`config.mk`:
```
export PLATFORM = sky130hd
export DESIGN_NAME = drive_clip_tone_level_chain_core_flat
export DESIGN_NICKNAME = d
export VERILOG_FILES = /design/src/rtl/dctl_pkg.sv /design/src/rtl/dctl_req_if.sv /design/src/rtl/dctl_rsp_if.sv /design/src/rtl/dctl_dp.sv /design/src/rtl/dctl_ctrl.sv /design/src/rtl/drive_clip_tone_level_chain_core.sv /design/src/flat_wrapper.sv
export SDC_FILE = /design/constraint.sdc
export NUM_CORES = 2
export LEC_CHECK = 0
export ABC_AREA = 1
export BUFFER_PORTS_ARGS = -buffer_cell sky130_fd_sc_hd__clkbuf_2
export CAP_MARGIN = 0
export CELL_PAD_IN_SITES_DETAIL_PLACEMENT = 1
export CELL_PAD_IN_SITES_GLOBAL_PLACEMENT = 2
export CORE_ASPECT_RATIO = 0.75
export CORE_UTILIZATION = 35
export DETAILED_ROUTE_END_ITERATION = 8
export GPL_ROUTABILITY_DRIVEN = 0
export HOLD_SLACK_MARGIN = 0.06
export PLACE_DENSITY = 0.85
export RECOVER_POWER = 50
export SYNTH_ARGS = -nofsm -noshare
export SYNTH_HDL_FRONTEND = slang
export SYNTH_SLANG_ARGS = --single-unit
```
`constraint.sdc`:
```
create_clock -name clock -period 9.82 [get_ports clock]
set_input_delay 1.964 -clock clock [delete_from_list [all_inputs] [get_ports clock]]
set_output_delay 1.964 -clock clock [all_outputs]
set_load 0.02 [all_outputs]
```
`src/rtl/dctl_pkg.sv`:
```
// Package: shared types, codes, constants and saturation helpers of the drive/clip/tone/level chain
`timescale 1ns / 1ps

package dctl_pkg;

   localparam int CHANNELS = 2;
   localparam int CH_W     = (CHANNELS > 1) ? $clog2(CHANNELS) : 1;

   localparam int SAMPLE_W = 24;
   localparam int COEF_W   = 26;
   localparam int DRIVE_W  = 23;
   localparam int LEVEL_W  = 17;
   localparam int STATE_W  = 48;
   localparam int PROD_W   = 50;
   localparam int CSR_IDX_W = 3;
   localparam int CSR_DATA_W = 26;

   localparam logic [DRIVE_W-1:0]        DRIVE_RESET = 23'd65536;
   localparam logic signed [COEF_W-1:0]  B0_RESET    = 26'sd4194304;
   localparam logic [LEVEL_W-1:0]        LEVEL_RESET = 17'd65536;

   localparam logic signed [PROD_W-1:0] S24_MAX = 50'sd8388607;
   localparam logic signed [PROD_W-1:0] S24_MIN = -50'sd8388608;
   localparam logic signed [PROD_W-1:0] S48_MAX = 50'sd140737488355327;
   localparam logic signed [PROD_W-1:0] S48_MIN = -50'sd140737488355328;

   typedef enum logic [CSR_IDX_W-1:0] {
      REG_DRIVE_GAIN = 3'd0,
      REG_TONE_B0    = 3'd1,
      REG_TONE_B1    = 3'd2,
      REG_TONE_B2    = 3'd3,
      REG_TONE_A1    = 3'd4,
      REG_TONE_A2    = 3'd5,
      REG_LEVEL_GAIN = 3'd6
   } csr_idx_type;

   typedef enum logic [2:0] {
      MSEL_DRIVE,
      MSEL_B0,
      MSEL_B1,
      MSEL_B2,
      MSEL_A1,
      MSEL_A2,
      MSEL_LEVEL
   } mul_sel_type;

   typedef enum logic [3:0] {
      OP_NONE,
      OP_LOAD,
      OP_CLIP,
      OP_ACC,
      OP_Y,
      OP_S2W,
      OP_S1,
      OP_S2,
      OP_OUT
   } op_type;

   typedef enum logic [3:0] {
      ST_IDLE,
      ST_CLIP,
      ST_B0,
      ST_B1,
      ST_B2,
      ST_A1,
      ST_A2,
      ST_LVL,
      ST_OUT
   } state_type;

   typedef struct packed {
      logic        mul_en;
      mul_sel_type mul_sel;
      op_type      op;
   } cmd_type;

   typedef struct packed {
      logic out_free;
   } stat_type;

   function automatic logic signed [SAMPLE_W-1:0] sat24(input logic signed [PROD_W-1:0] v);
      logic signed [PROD_W-1:0] r;
      if (v > S24_MAX) begin
         r = S24_MAX;
      end else if (v < S24_MIN) begin
         r = S24_MIN;
      end else begin
         r = v;
      end
      return r[SAMPLE_W-1:0];
   endfunction

   function automatic logic signed [STATE_W-1:0] sat48(input logic signed [PROD_W-1:0] v);
      logic signed [PROD_W-1:0] r;
      if (v > S48_MAX) begin
         r = S48_MAX;
      end else if (v < S48_MIN) begin
         r = S48_MIN;
      end else begin
         r = v;
      end
      return r[STATE_W-1:0];
   endfunction

endpackage

```
`src/rtl/dctl_req_if.sv`:
```
// Interface: input sample channel (valid/ready with channel tag and sample)
`timescale 1ns / 1ps

interface dctl_req_if;
   logic                                  valid;
   logic                                  ready;
   logic                                  channel_index;
   logic signed [dctl_pkg::SAMPLE_W-1:0]  sample_in;

   modport source (output valid, output channel_index, output sample_in, input ready);
   modport sink   (input valid, input channel_index, input sample_in, output ready);
endinterface

```
`src/rtl/dctl_rsp_if.sv`:
```
// Interface: processed sample channel (valid/ready with channel tag and sample)
`timescale 1ns / 1ps

interface dctl_rsp_if;
   logic                                  valid;
   logic                                  ready;
   logic                                  channel_out;
   logic signed [dctl_pkg::SAMPLE_W-1:0]  sample_out;

   modport source (output valid, output channel_out, output sample_out, input ready);
   modport sink   (input valid, input channel_out, input sample_out, output ready);
endinterface

```
`src/rtl/dctl_dp.sv`:
```
// Datapath: settings registers, shared multiplier, filter state and output word register
`timescale 1ns / 1ps

module dctl_dp (
   input  logic                                 clock,
   input  logic                                 reset,
   input  dctl_pkg::cmd_type                    cmd,
   output dctl_pkg::stat_type                   stat,
   input  logic                                 csr_wr_en,
   input  logic [dctl_pkg::CSR_IDX_W-1:0]       csr_index,
   input  logic [dctl_pkg::CSR_DATA_W-1:0]      csr_wdata,
   input  logic                                 req_channel_index,
   input  logic signed [dctl_pkg::SAMPLE_W-1:0] req_sample_in,
   input  logic                                 rsp_ready,
   output logic                                 rsp_valid,
   output logic                                 rsp_channel_out,
   output logic signed [dctl_pkg::SAMPLE_W-1:0] rsp_sample_out
);

   // settings
   logic [dctl_pkg::DRIVE_W-1:0]        drive_ff;
   logic signed [dctl_pkg::COEF_W-1:0]  b0_ff, b1_ff, b2_ff, a1_ff, a2_ff;
   logic [dctl_pkg::LEVEL_W-1:0]        level_ff;

   // per-channel filter state
   logic signed [dctl_pkg::STATE_W-1:0] s1_ff [dctl_pkg::CHANNELS];
   logic signed [dctl_pkg::STATE_W-1:0] s2_ff [dctl_pkg::CHANNELS];

   // working registers
   logic [dctl_pkg::CH_W-1:0]            ch_ff;
   logic                                 chan_ff;
   logic signed [dctl_pkg::PROD_W-1:0]   prod_ff, prod_in;
   logic signed [dctl_pkg::SAMPLE_W-1:0] c_ff, y_ff;
   logic signed [dctl_pkg::STATE_W-1:0]  acc_ff;
   logic signed [dctl_pkg::PROD_W-1:0]   s1w_ff;
   logic signed [34:0]                   s2w_ff;

   logic                                 rsp_valid_ff;
   logic                                 rsp_chan_ff;
   logic signed [dctl_pkg::SAMPLE_W-1:0] rsp_sample_ff;

   logic signed [dctl_pkg::COEF_W-1:0]   op_a;
   logic signed [dctl_pkg::SAMPLE_W-1:0] op_b;
   logic signed [34:0]                   p35;

   always_comb begin
      case (cmd.mul_sel)
         dctl_pkg::MSEL_DRIVE: begin
            op_a = $signed({3'b000, drive_ff});
            op_b = req_sample_in;
         end
         dctl_pkg::MSEL_B0: begin
            op_a = b0_ff;
            op_b = c_ff;
         end
         dctl_pkg::MSEL_B1: begin
            op_a = b1_ff;
            op_b = c_ff;
         end
         dctl_pkg::MSEL_B2: begin
            op_a = b2_ff;
            op_b = c_ff;
         end
         dctl_pkg::MSEL_A1: begin
            op_a = a1_ff;
            op_b = y_ff;
         end
         dctl_pkg::MSEL_A2: begin
            op_a = a2_ff;
            op_b = y_ff;
         end
         dctl_pkg::MSEL_LEVEL: begin
            op_a = $signed({9'b0, level_ff});
            op_b = y_ff;
         end
         default: begin
            op_a = '0;
            op_b = '0;
         end
      endcase
   end

   assign prod_in = dctl_pkg::PROD_W'(op_a) * dctl_pkg::PROD_W'(op_b);
   assign p35     = prod_ff[dctl_pkg::PROD_W-1:15];

   assign stat.out_free = !rsp_valid_ff || rsp_ready;

   always_ff @(posedge clock) begin
      if (reset) begin
         drive_ff <= dctl_pkg::DRIVE_RESET;
         b0_ff    <= dctl_pkg::B0_RESET;
         b1_ff    <= '0;
         b2_ff    <= '0;
         a1_ff    <= '0;
         a2_ff    <= '0;
         level_ff <= dctl_pkg::LEVEL_RESET;
      end else if (csr_wr_en) begin
         case (csr_index)
            dctl_pkg::REG_DRIVE_GAIN: drive_ff <= csr_wdata[dctl_pkg::DRIVE_W-1:0];
            dctl_pkg::REG_TONE_B0:    b0_ff    <= $signed(csr_wdata);
            dctl_pkg::REG_TONE_B1:    b1_ff    <= $signed(csr_wdata);
            dctl_pkg::REG_TONE_B2:    b2_ff    <= $signed(csr_wdata);
            dctl_pkg::REG_TONE_A1:    a1_ff    <= $signed(csr_wdata);
            dctl_pkg::REG_TONE_A2:    a2_ff    <= $signed(csr_wdata);
            dctl_pkg::REG_LEVEL_GAIN: level_ff <= csr_wdata[dctl_pkg::LEVEL_W-1:0];
            default: ;
         endcase
      end
   end

   always_ff @(posedge clock) begin
      if (reset) begin
         for (int i = 0; i < dctl_pkg::CHANNELS; i++) begin
            s1_ff[i] <= '0;
            s2_ff[i] <= '0;
         end
      end else if (cmd.op == dctl_pkg::OP_S1) begin
         s1_ff[ch_ff] <= dctl_pkg::sat48(s1w_ff - dctl_pkg::PROD_W'(p35));
      end else if (cmd.op == dctl_pkg::OP_S2) begin
         s2_ff[ch_ff] <= dctl_pkg::sat48(dctl_pkg::PROD_W'(s2w_ff) - dctl_pkg::PROD_W'(p35));
      end
   end

   always_ff @(posedge clock) begin
      if (cmd.mul_en) begin
         prod_ff <= prod_in;
      end
      case (cmd.op)
         dctl_pkg::OP_LOAD: begin
            chan_ff <= req_channel_index;
            ch_ff   <= (dctl_pkg::CHANNELS > 1) ? dctl_pkg::CH_W'(req_channel_index) : '0;
         end
         dctl_pkg::OP_CLIP: c_ff <= dctl_pkg::sat24(prod_ff >>> 16);
         dctl_pkg::OP_ACC: begin
            acc_ff <= dctl_pkg::sat48(dctl_pkg::PROD_W'(p35) + dctl_pkg::PROD_W'(s1_ff[ch_ff]));
         end
         dctl_pkg::OP_Y: begin
            y_ff   <= dctl_pkg::sat24(dctl_pkg::PROD_W'(acc_ff >>> 7));
            s1w_ff <= dctl_pkg::PROD_W'(p35) + dctl_pkg::PROD_W'(s2_ff[ch_ff]);
         end
         dctl_pkg::OP_S2W: s2w_ff <= p35;
         default: ;
      endcase
   end

   // output word register
   always_ff @(posedge clock) begin
      if (reset) begin
         rsp_valid_ff <= 1'b0;
      end else if (cmd.op == dctl_pkg::OP_OUT) begin
         rsp_valid_ff <= 1'b1;
      end else if (rsp_ready) begin
         rsp_valid_ff <= 1'b0;
      end
   end

   always_ff @(posedge clock) begin
      if (cmd.op == dctl_pkg::OP_OUT) begin
         rsp_chan_ff   <= chan_ff;
         rsp_sample_ff <= dctl_pkg::sat24(prod_ff >>> 16);
      end
   end

   assign rsp_valid       = rsp_valid_ff;
   assign rsp_channel_out = rsp_chan_ff;
   assign rsp_sample_out  = rsp_sample_ff;

endmodule

```
`src/rtl/dctl_ctrl.sv`:
```
// Controller: sequences the shared multiplier and datapath steps for one word
`timescale 1ns / 1ps

module dctl_ctrl (
   input  logic               clock,
   input  logic               reset,
   input  logic               req_valid,
   output logic               req_ready,
   input  dctl_pkg::stat_type stat,
   output dctl_pkg::cmd_type  cmd
);

   dctl_pkg::state_type state_ff, state_in;

   always_ff @(posedge clock) begin
      if (reset) begin
         state_ff <= dctl_pkg::ST_IDLE;
      end else begin
         state_ff <= state_in;
      end
   end

   always_comb begin
      state_in    = state_ff;
      req_ready   = 1'b0;
      cmd.mul_en  = 1'b0;
      cmd.mul_sel = dctl_pkg::MSEL_DRIVE;
      cmd.op      = dctl_pkg::OP_NONE;
      case (state_ff)
         dctl_pkg::ST_IDLE: begin
            req_ready = 1'b1;
            if (req_valid) begin
               cmd.mul_en = 1'b1;
               cmd.op     = dctl_pkg::OP_LOAD;
               state_in   = dctl_pkg::ST_CLIP;
            end
         end
         dctl_pkg::ST_CLIP: begin
            cmd.op   = dctl_pkg::OP_CLIP;
            state_in = dctl_pkg::ST_B0;
         end
         dctl_pkg::ST_B0: begin
            cmd.mul_en  = 1'b1;
            cmd.mul_sel = dctl_pkg::MSEL_B0;
            state_in    = dctl_pkg::ST_B1;
         end
         dctl_pkg::ST_B1: begin
            cmd.mul_en  = 1'b1;
            cmd.mul_sel = dctl_pkg::MSEL_B1;
            cmd.op      = dctl_pkg::OP_ACC;
            state_in    = dctl_pkg::ST_B2;
         end
         dctl_pkg::ST_B2: begin
            cmd.mul_en  = 1'b1;
            cmd.mul_sel = dctl_pkg::MSEL_B2;
            cmd.op      = dctl_pkg::OP_Y;
            state_in    = dctl_pkg::ST_A1;
         end
         dctl_pkg::ST_A1: begin
            cmd.mul_en  = 1'b1;
            cmd.mul_sel = dctl_pkg::MSEL_A1;
            cmd.op      = dctl_pkg::OP_S2W;
            state_in    = dctl_pkg::ST_A2;
         end
         dctl_pkg::ST_A2: begin
            cmd.mul_en  = 1'b1;
            cmd.mul_sel = dctl_pkg::MSEL_A2;
            cmd.op      = dctl_pkg::OP_S1;
            state_in    = dctl_pkg::ST_LVL;
         end
         dctl_pkg::ST_LVL: begin
            cmd.mul_en  = 1'b1;
            cmd.mul_sel = dctl_pkg::MSEL_LEVEL;
            cmd.op      = dctl_pkg::OP_S2;
            state_in    = dctl_pkg::ST_OUT;
         end
         dctl_pkg::ST_OUT: begin
            if (stat.out_free) begin
               cmd.op   = dctl_pkg::OP_OUT;
               state_in = dctl_pkg::ST_IDLE;
            end
         end
         default: begin
            state_in = dctl_pkg::ST_IDLE;
         end
      endcase
   end

endmodule

```
`src/rtl/drive_clip_tone_level_chain_core.sv`:
```
// Top level: drive gain, hard clip, per-channel biquad tone filter and output level chain
// An accepted word steps from ST_CLIP to ST_LVL and waits in ST_OUT while rsp stalls;
// rsp valid rises as it leaves ST_OUT; a new word is taken only in ST_IDLE. One shared
// 26x24 multiplier does a word's seven products in turn; its registered result feeds
// the next step. The output word register lets a new word in while a result waits.
// Reset (synchronous, active high): filter state cleared, settings to defaults.
`timescale 1ns / 1ps

module drive_clip_tone_level_chain_core (
   input  logic                              clock,
   input  logic                              reset,
   dctl_req_if.sink                          req_chan,
   dctl_rsp_if.source                        rsp_chan,
   input  logic                              csr_wr_en,
   input  logic [dctl_pkg::CSR_IDX_W-1:0]    csr_index,
   input  logic [dctl_pkg::CSR_DATA_W-1:0]   csr_wdata
);

   dctl_pkg::cmd_type  cmd;
   dctl_pkg::stat_type stat;

   dctl_ctrl u_ctrl (
      .clock     (clock),
      .reset     (reset),
      .req_valid (req_chan.valid),
      .req_ready (req_chan.ready),
      .stat      (stat),
      .cmd       (cmd)
   );

   dctl_dp u_dp (
      .clock             (clock),
      .reset             (reset),
      .cmd               (cmd),
      .stat              (stat),
      .csr_wr_en         (csr_wr_en),
      .csr_index         (csr_index),
      .csr_wdata         (csr_wdata),
      .req_channel_index (req_chan.channel_index),
      .req_sample_in     (req_chan.sample_in),
      .rsp_ready         (rsp_chan.ready),
      .rsp_valid         (rsp_chan.valid),
      .rsp_channel_out   (rsp_chan.channel_out),
      .rsp_sample_out    (rsp_chan.sample_out)
   );

endmodule
```
`src/flat_wrapper.sv`:
```
// flat-port wrapper written by rule: the top's interface ports become plain ports
module drive_clip_tone_level_chain_core_flat 
  (clock, reset, csr_wr_en, csr_index, csr_wdata, req_chan_valid, req_chan_channel_index, req_chan_sample_in, req_chan_ready, rsp_chan_valid, rsp_chan_channel_out, rsp_chan_sample_out, rsp_chan_ready);
  dctl_req_if req_chan_i ();
  dctl_rsp_if rsp_chan_i ();
  input  logic clock;
  input  logic reset;
  input  logic csr_wr_en;
  input  logic [dctl_pkg::CSR_IDX_W-1:0] csr_index;
  input  logic [dctl_pkg::CSR_DATA_W-1:0] csr_wdata;
  input wire logic [$bits(req_chan_i.valid)-1:0] req_chan_valid;
  input wire logic [$bits(req_chan_i.channel_index)-1:0] req_chan_channel_index;
  input wire logic [$bits(req_chan_i.sample_in)-1:0] req_chan_sample_in;
  output wire logic [$bits(req_chan_i.ready)-1:0] req_chan_ready;
  output wire logic [$bits(rsp_chan_i.valid)-1:0] rsp_chan_valid;
  output wire logic [$bits(rsp_chan_i.channel_out)-1:0] rsp_chan_channel_out;
  output wire logic [$bits(rsp_chan_i.sample_out)-1:0] rsp_chan_sample_out;
  input wire logic [$bits(rsp_chan_i.ready)-1:0] rsp_chan_ready;
  assign req_chan_i.valid = req_chan_valid;
  assign req_chan_i.channel_index = req_chan_channel_index;
  assign req_chan_i.sample_in = req_chan_sample_in;
  assign req_chan_ready = req_chan_i.ready;
  assign rsp_chan_valid = rsp_chan_i.valid;
  assign rsp_chan_channel_out = rsp_chan_i.channel_out;
  assign rsp_chan_sample_out = rsp_chan_i.sample_out;
  assign rsp_chan_i.ready = rsp_chan_ready;
  drive_clip_tone_level_chain_core u_core (.clock(clock), .reset(reset), .req_chan(req_chan_i), .rsp_chan(rsp_chan_i), .csr_wr_en(csr_wr_en), .csr_index(csr_index), .csr_wdata(csr_wdata));
endmodule
```
==> qor.txt <==
Root buf cell -> clkbuf_16
Crit path top cell by count -> inv_1
Grt total ovfl -> 0
Hold Violations, Final -> 0
Max clock buf depth -> 3
Critical path class -> reg -> reg
Worst endpoint required time -> 10220 ps
Worst EP arrival -> 9570 ps
Mapped Cells -> 6506
CP top delay family -> adder cells
Most frequent cells after synthesis -> inv_1 (1184), nand2_1 (1095), nor2_1 (846)
Vias in the first global route -> 49000
Cts bufs inserted -> 69
Placed instance count -> 8633
Register area share after synthesis -> 28.2%
Routed Antenna Nets -> 0
Ratio of cells with drive above 1 in the final layout -> 6.50%
Pre-CTS WS -> 384 ps
Worst path slowest cell -> fa_1
Post-CTS resize count -> 0
Worst skew pair latency -> 680 ps
Outcome -> finished with violations
LEAKAGE -> 0.0281 uW
Crit Reg-Reg Startpoint -> u_core.u_ctrl.state_ff[0]$_SDFFE_PP0P_
Largest net degree at the start of global routing -> 121
Final setup TNS -> 0 ps
WHS Path Cells -> 2
Max FO, Critical Path -> 20
TritonRoute pass-1 iters -> 6
Die area -> 160000 sq um
Worst Setup SP -> u_core.u_ctrl.state_ff[0]$_SDFFE_PP0P_
Final WS setup -> 656 ps
Half-perimeter wire length after placement -> 167000 um
Bufs and invs on worst path -> 10
Setup crit end kind -> register
Htree depth -> 3
Syn_nets -> 7522
Initial Util -> 35.3%
RSZ-0062 raised after global routing -> no
Failing checks -> max-capacitance violations, max-slew violations
Slew HR -> -197%
Post-CTS Setup Bufs -> 0
Number of fill cells -> 18800
Via count -> 46700
CTS tree -> built
Die Span Y -> 347 um
Critical Path Max Stage Delay -> 550 ps
DR WL/cell -> 23.7 um
Netlist cell types -> 65
Core area -> 157000 sq um
VDD IR max -> 0.189 mV
Cell accounting for the most synthesized area -> fa_1
FMAX -> 0.109 GHz
Max-slew violation count -> 487
Worst hold path class -> reg -> reg
Post-synth top area share -> 23.6%
Sink Count -> 580
Setup violators final -> 0
I/O Buffers -> 85
# hold bufs at CTS -> 0
# rows -> 126
Vias per std cell -> 5.33
Layout area overhead -> 10.1%
Post-layout nets -> 7608
Synth async-reset ratio -> 0%
Die X -> 462 um
First-pass GRT wire length -> 312000 um
Worst path depth -> 35
FF+latch count, synth -> 580
Worst-case clock skew -> 42.7 ps
Number of synthesized flops with an enable pin -> 404
Worst-path clk slew -> 60 ps
Final worst-path cycle share -> 93.3%
Critical Path Start Type -> register
Most frequent cell after synthesis -> inv_1
GRT Util Overall -> 26.0%
Power Density -> 280 nW/um^2
DR DRC count -> 0
Average size of a mapped cell -> 8.53 sq um
Mapped Area -> 55500 sq um
Layout Utilization -> 38.9%
Ys Warns -> 0
Io pins -> 86
Iter 0 DRT Violations -> 4015
Final std cells w/o fill -> 8764
HP Start -> u_core.u_dp.b2_ff[9]$_SDFFE_PP0P_
Area contributors post-synth -> fa_1 (24%), edfxtp_1 (22%), inv_1 (8.0%)
Least-Margin Pin Slew -> 4450 ps
Post-Route WL -> 207000 um
Initial antenna violation count -> 8
Worst r2r path cells -> 35
Tmin final -> 9160 ps
Max-cap violations -> 11
Post-synth top flop -> edfxtp_1
-- area by class of cell --
type | instances | area [sq um] | share of cell area (%)
inverter | 1199 | 4500 | 7.37
antenna | 5 | 12.5 | 0.0205
sequential | 580 | 15700 | 25.6
clock inverter | 30 | 368 | 0.602
clock buffer | 96 | 1990 | 3.26
tap | 2112 | 2640 | 4.32
timing repair buffer | 229 | 1430 | 2.35
multi-input combinational | 4513 | 34500 | 56.5
-- per-layer routing --
metal	part of all wire [%]	GRT usage [%]	up-vias
li1	-	-	20900
met1	47	38.8	24000
met2	42	38.5	1574
met3	8.0	4.47	238
met4	2.7	6.73	0
met5	0	0	-
-- cell families after synthesis --
kind of cell | after synthesis | share of synthesized area (%)
XOR/XNOR | 190 | 3.00
AND/OR/NAND/NOR | 2189 | 15.8
flip-flops | 580 | 28.2
AO/OA/AOI/OAI | 1093 | 11.1
buffers and inverters | 1413 | 9.74
multiplexers | 84 | 1.70
adder cells (fa/ha/maj) | 957 | 30.4
-- placed cells by master, fill, tap and decap left out, types with 22 or more instances in the layout --
| cell | instances |
|---|---|
| a21o_1 | 32 |
| a21oi_1 | 473 |
| a22o_1 | 22 |
| a31oi_1 | 35 |
| buf_4 | 121 |
| clkbuf_1 | 64 |
| clkbuf_16 | 74 |
| clkbuf_2 | 57 |
| dfxtp_1 | 176 |
| edfxtp_1 | 404 |
| fa_1 | 654 |
| ha_1 | 303 |
| inv_1 | 1185 |
| mux2_2 | 82 |
| nand2_1 | 1092 |
| nand3_1 | 104 |
| nand4_1 | 41 |
| nor2_1 | 846 |
| nor3_1 | 40 |
| o21ai_0 | 358 |
| xnor2_1 | 60 |
| xor2_1 | 130 |
-- state kept, by name, indices dropped and copies added, names as in the netlist, 26 cells and up, named ones only --
register,count
u_core.u_dp.s1w_ff,49
u_core.u_dp.a2_ff,26
u_core.u_dp.a1_ff,26
u_core.u_dp.b0_ff,26
u_core.u_dp.s1_ff,96
u_core.u_dp.prod_ff,35
u_core.u_dp.s2_ff,74
u_core.u_dp.b1_ff,26
u_core.u_dp.s2w_ff,35
u_core.u_dp.b2_ff,26
u_core.u_dp.acc_ff,41
-- final timing paths --
path / slack, ps / end
max reg2reg: 660 / u_core.u_dp.prod_ff[39]$_DFFE_PP_
min: 450 / u_core.u_dp.b2_ff[9]$_SDFFE_PP0P_
max: 660 / u_core.u_dp.prod_ff[39]$_DFFE_PP_
min reg2reg: 450 / u_core.u_dp.b2_ff[9]$_SDFFE_PP0P_
-- per-stage QoR --
step	hold slack, ps	power [uW]	cell area (sq um)
after global routing	478	18300	61100
after CTS	452	17000	61300
after global placement	433	14000	58900
after detailed placement	443	14200	58900
final	450	17100	61100
after floorplan	424	10500	55500
-- where the power goes --
group | internal (uW) | switching, uW
Combinational | 3380 | 7510
Sequential | 3190 | 320
Clock | 1610 | 1120
Total | 8180 | 8940
-- tightest hold or removal path, cell delays in order, from the launching register on --
cell and delay (ps):
dfxtp_1 300, inv_1 60, a21oi_1 50
No activity file was read; power rests on OpenSTA's default activity.
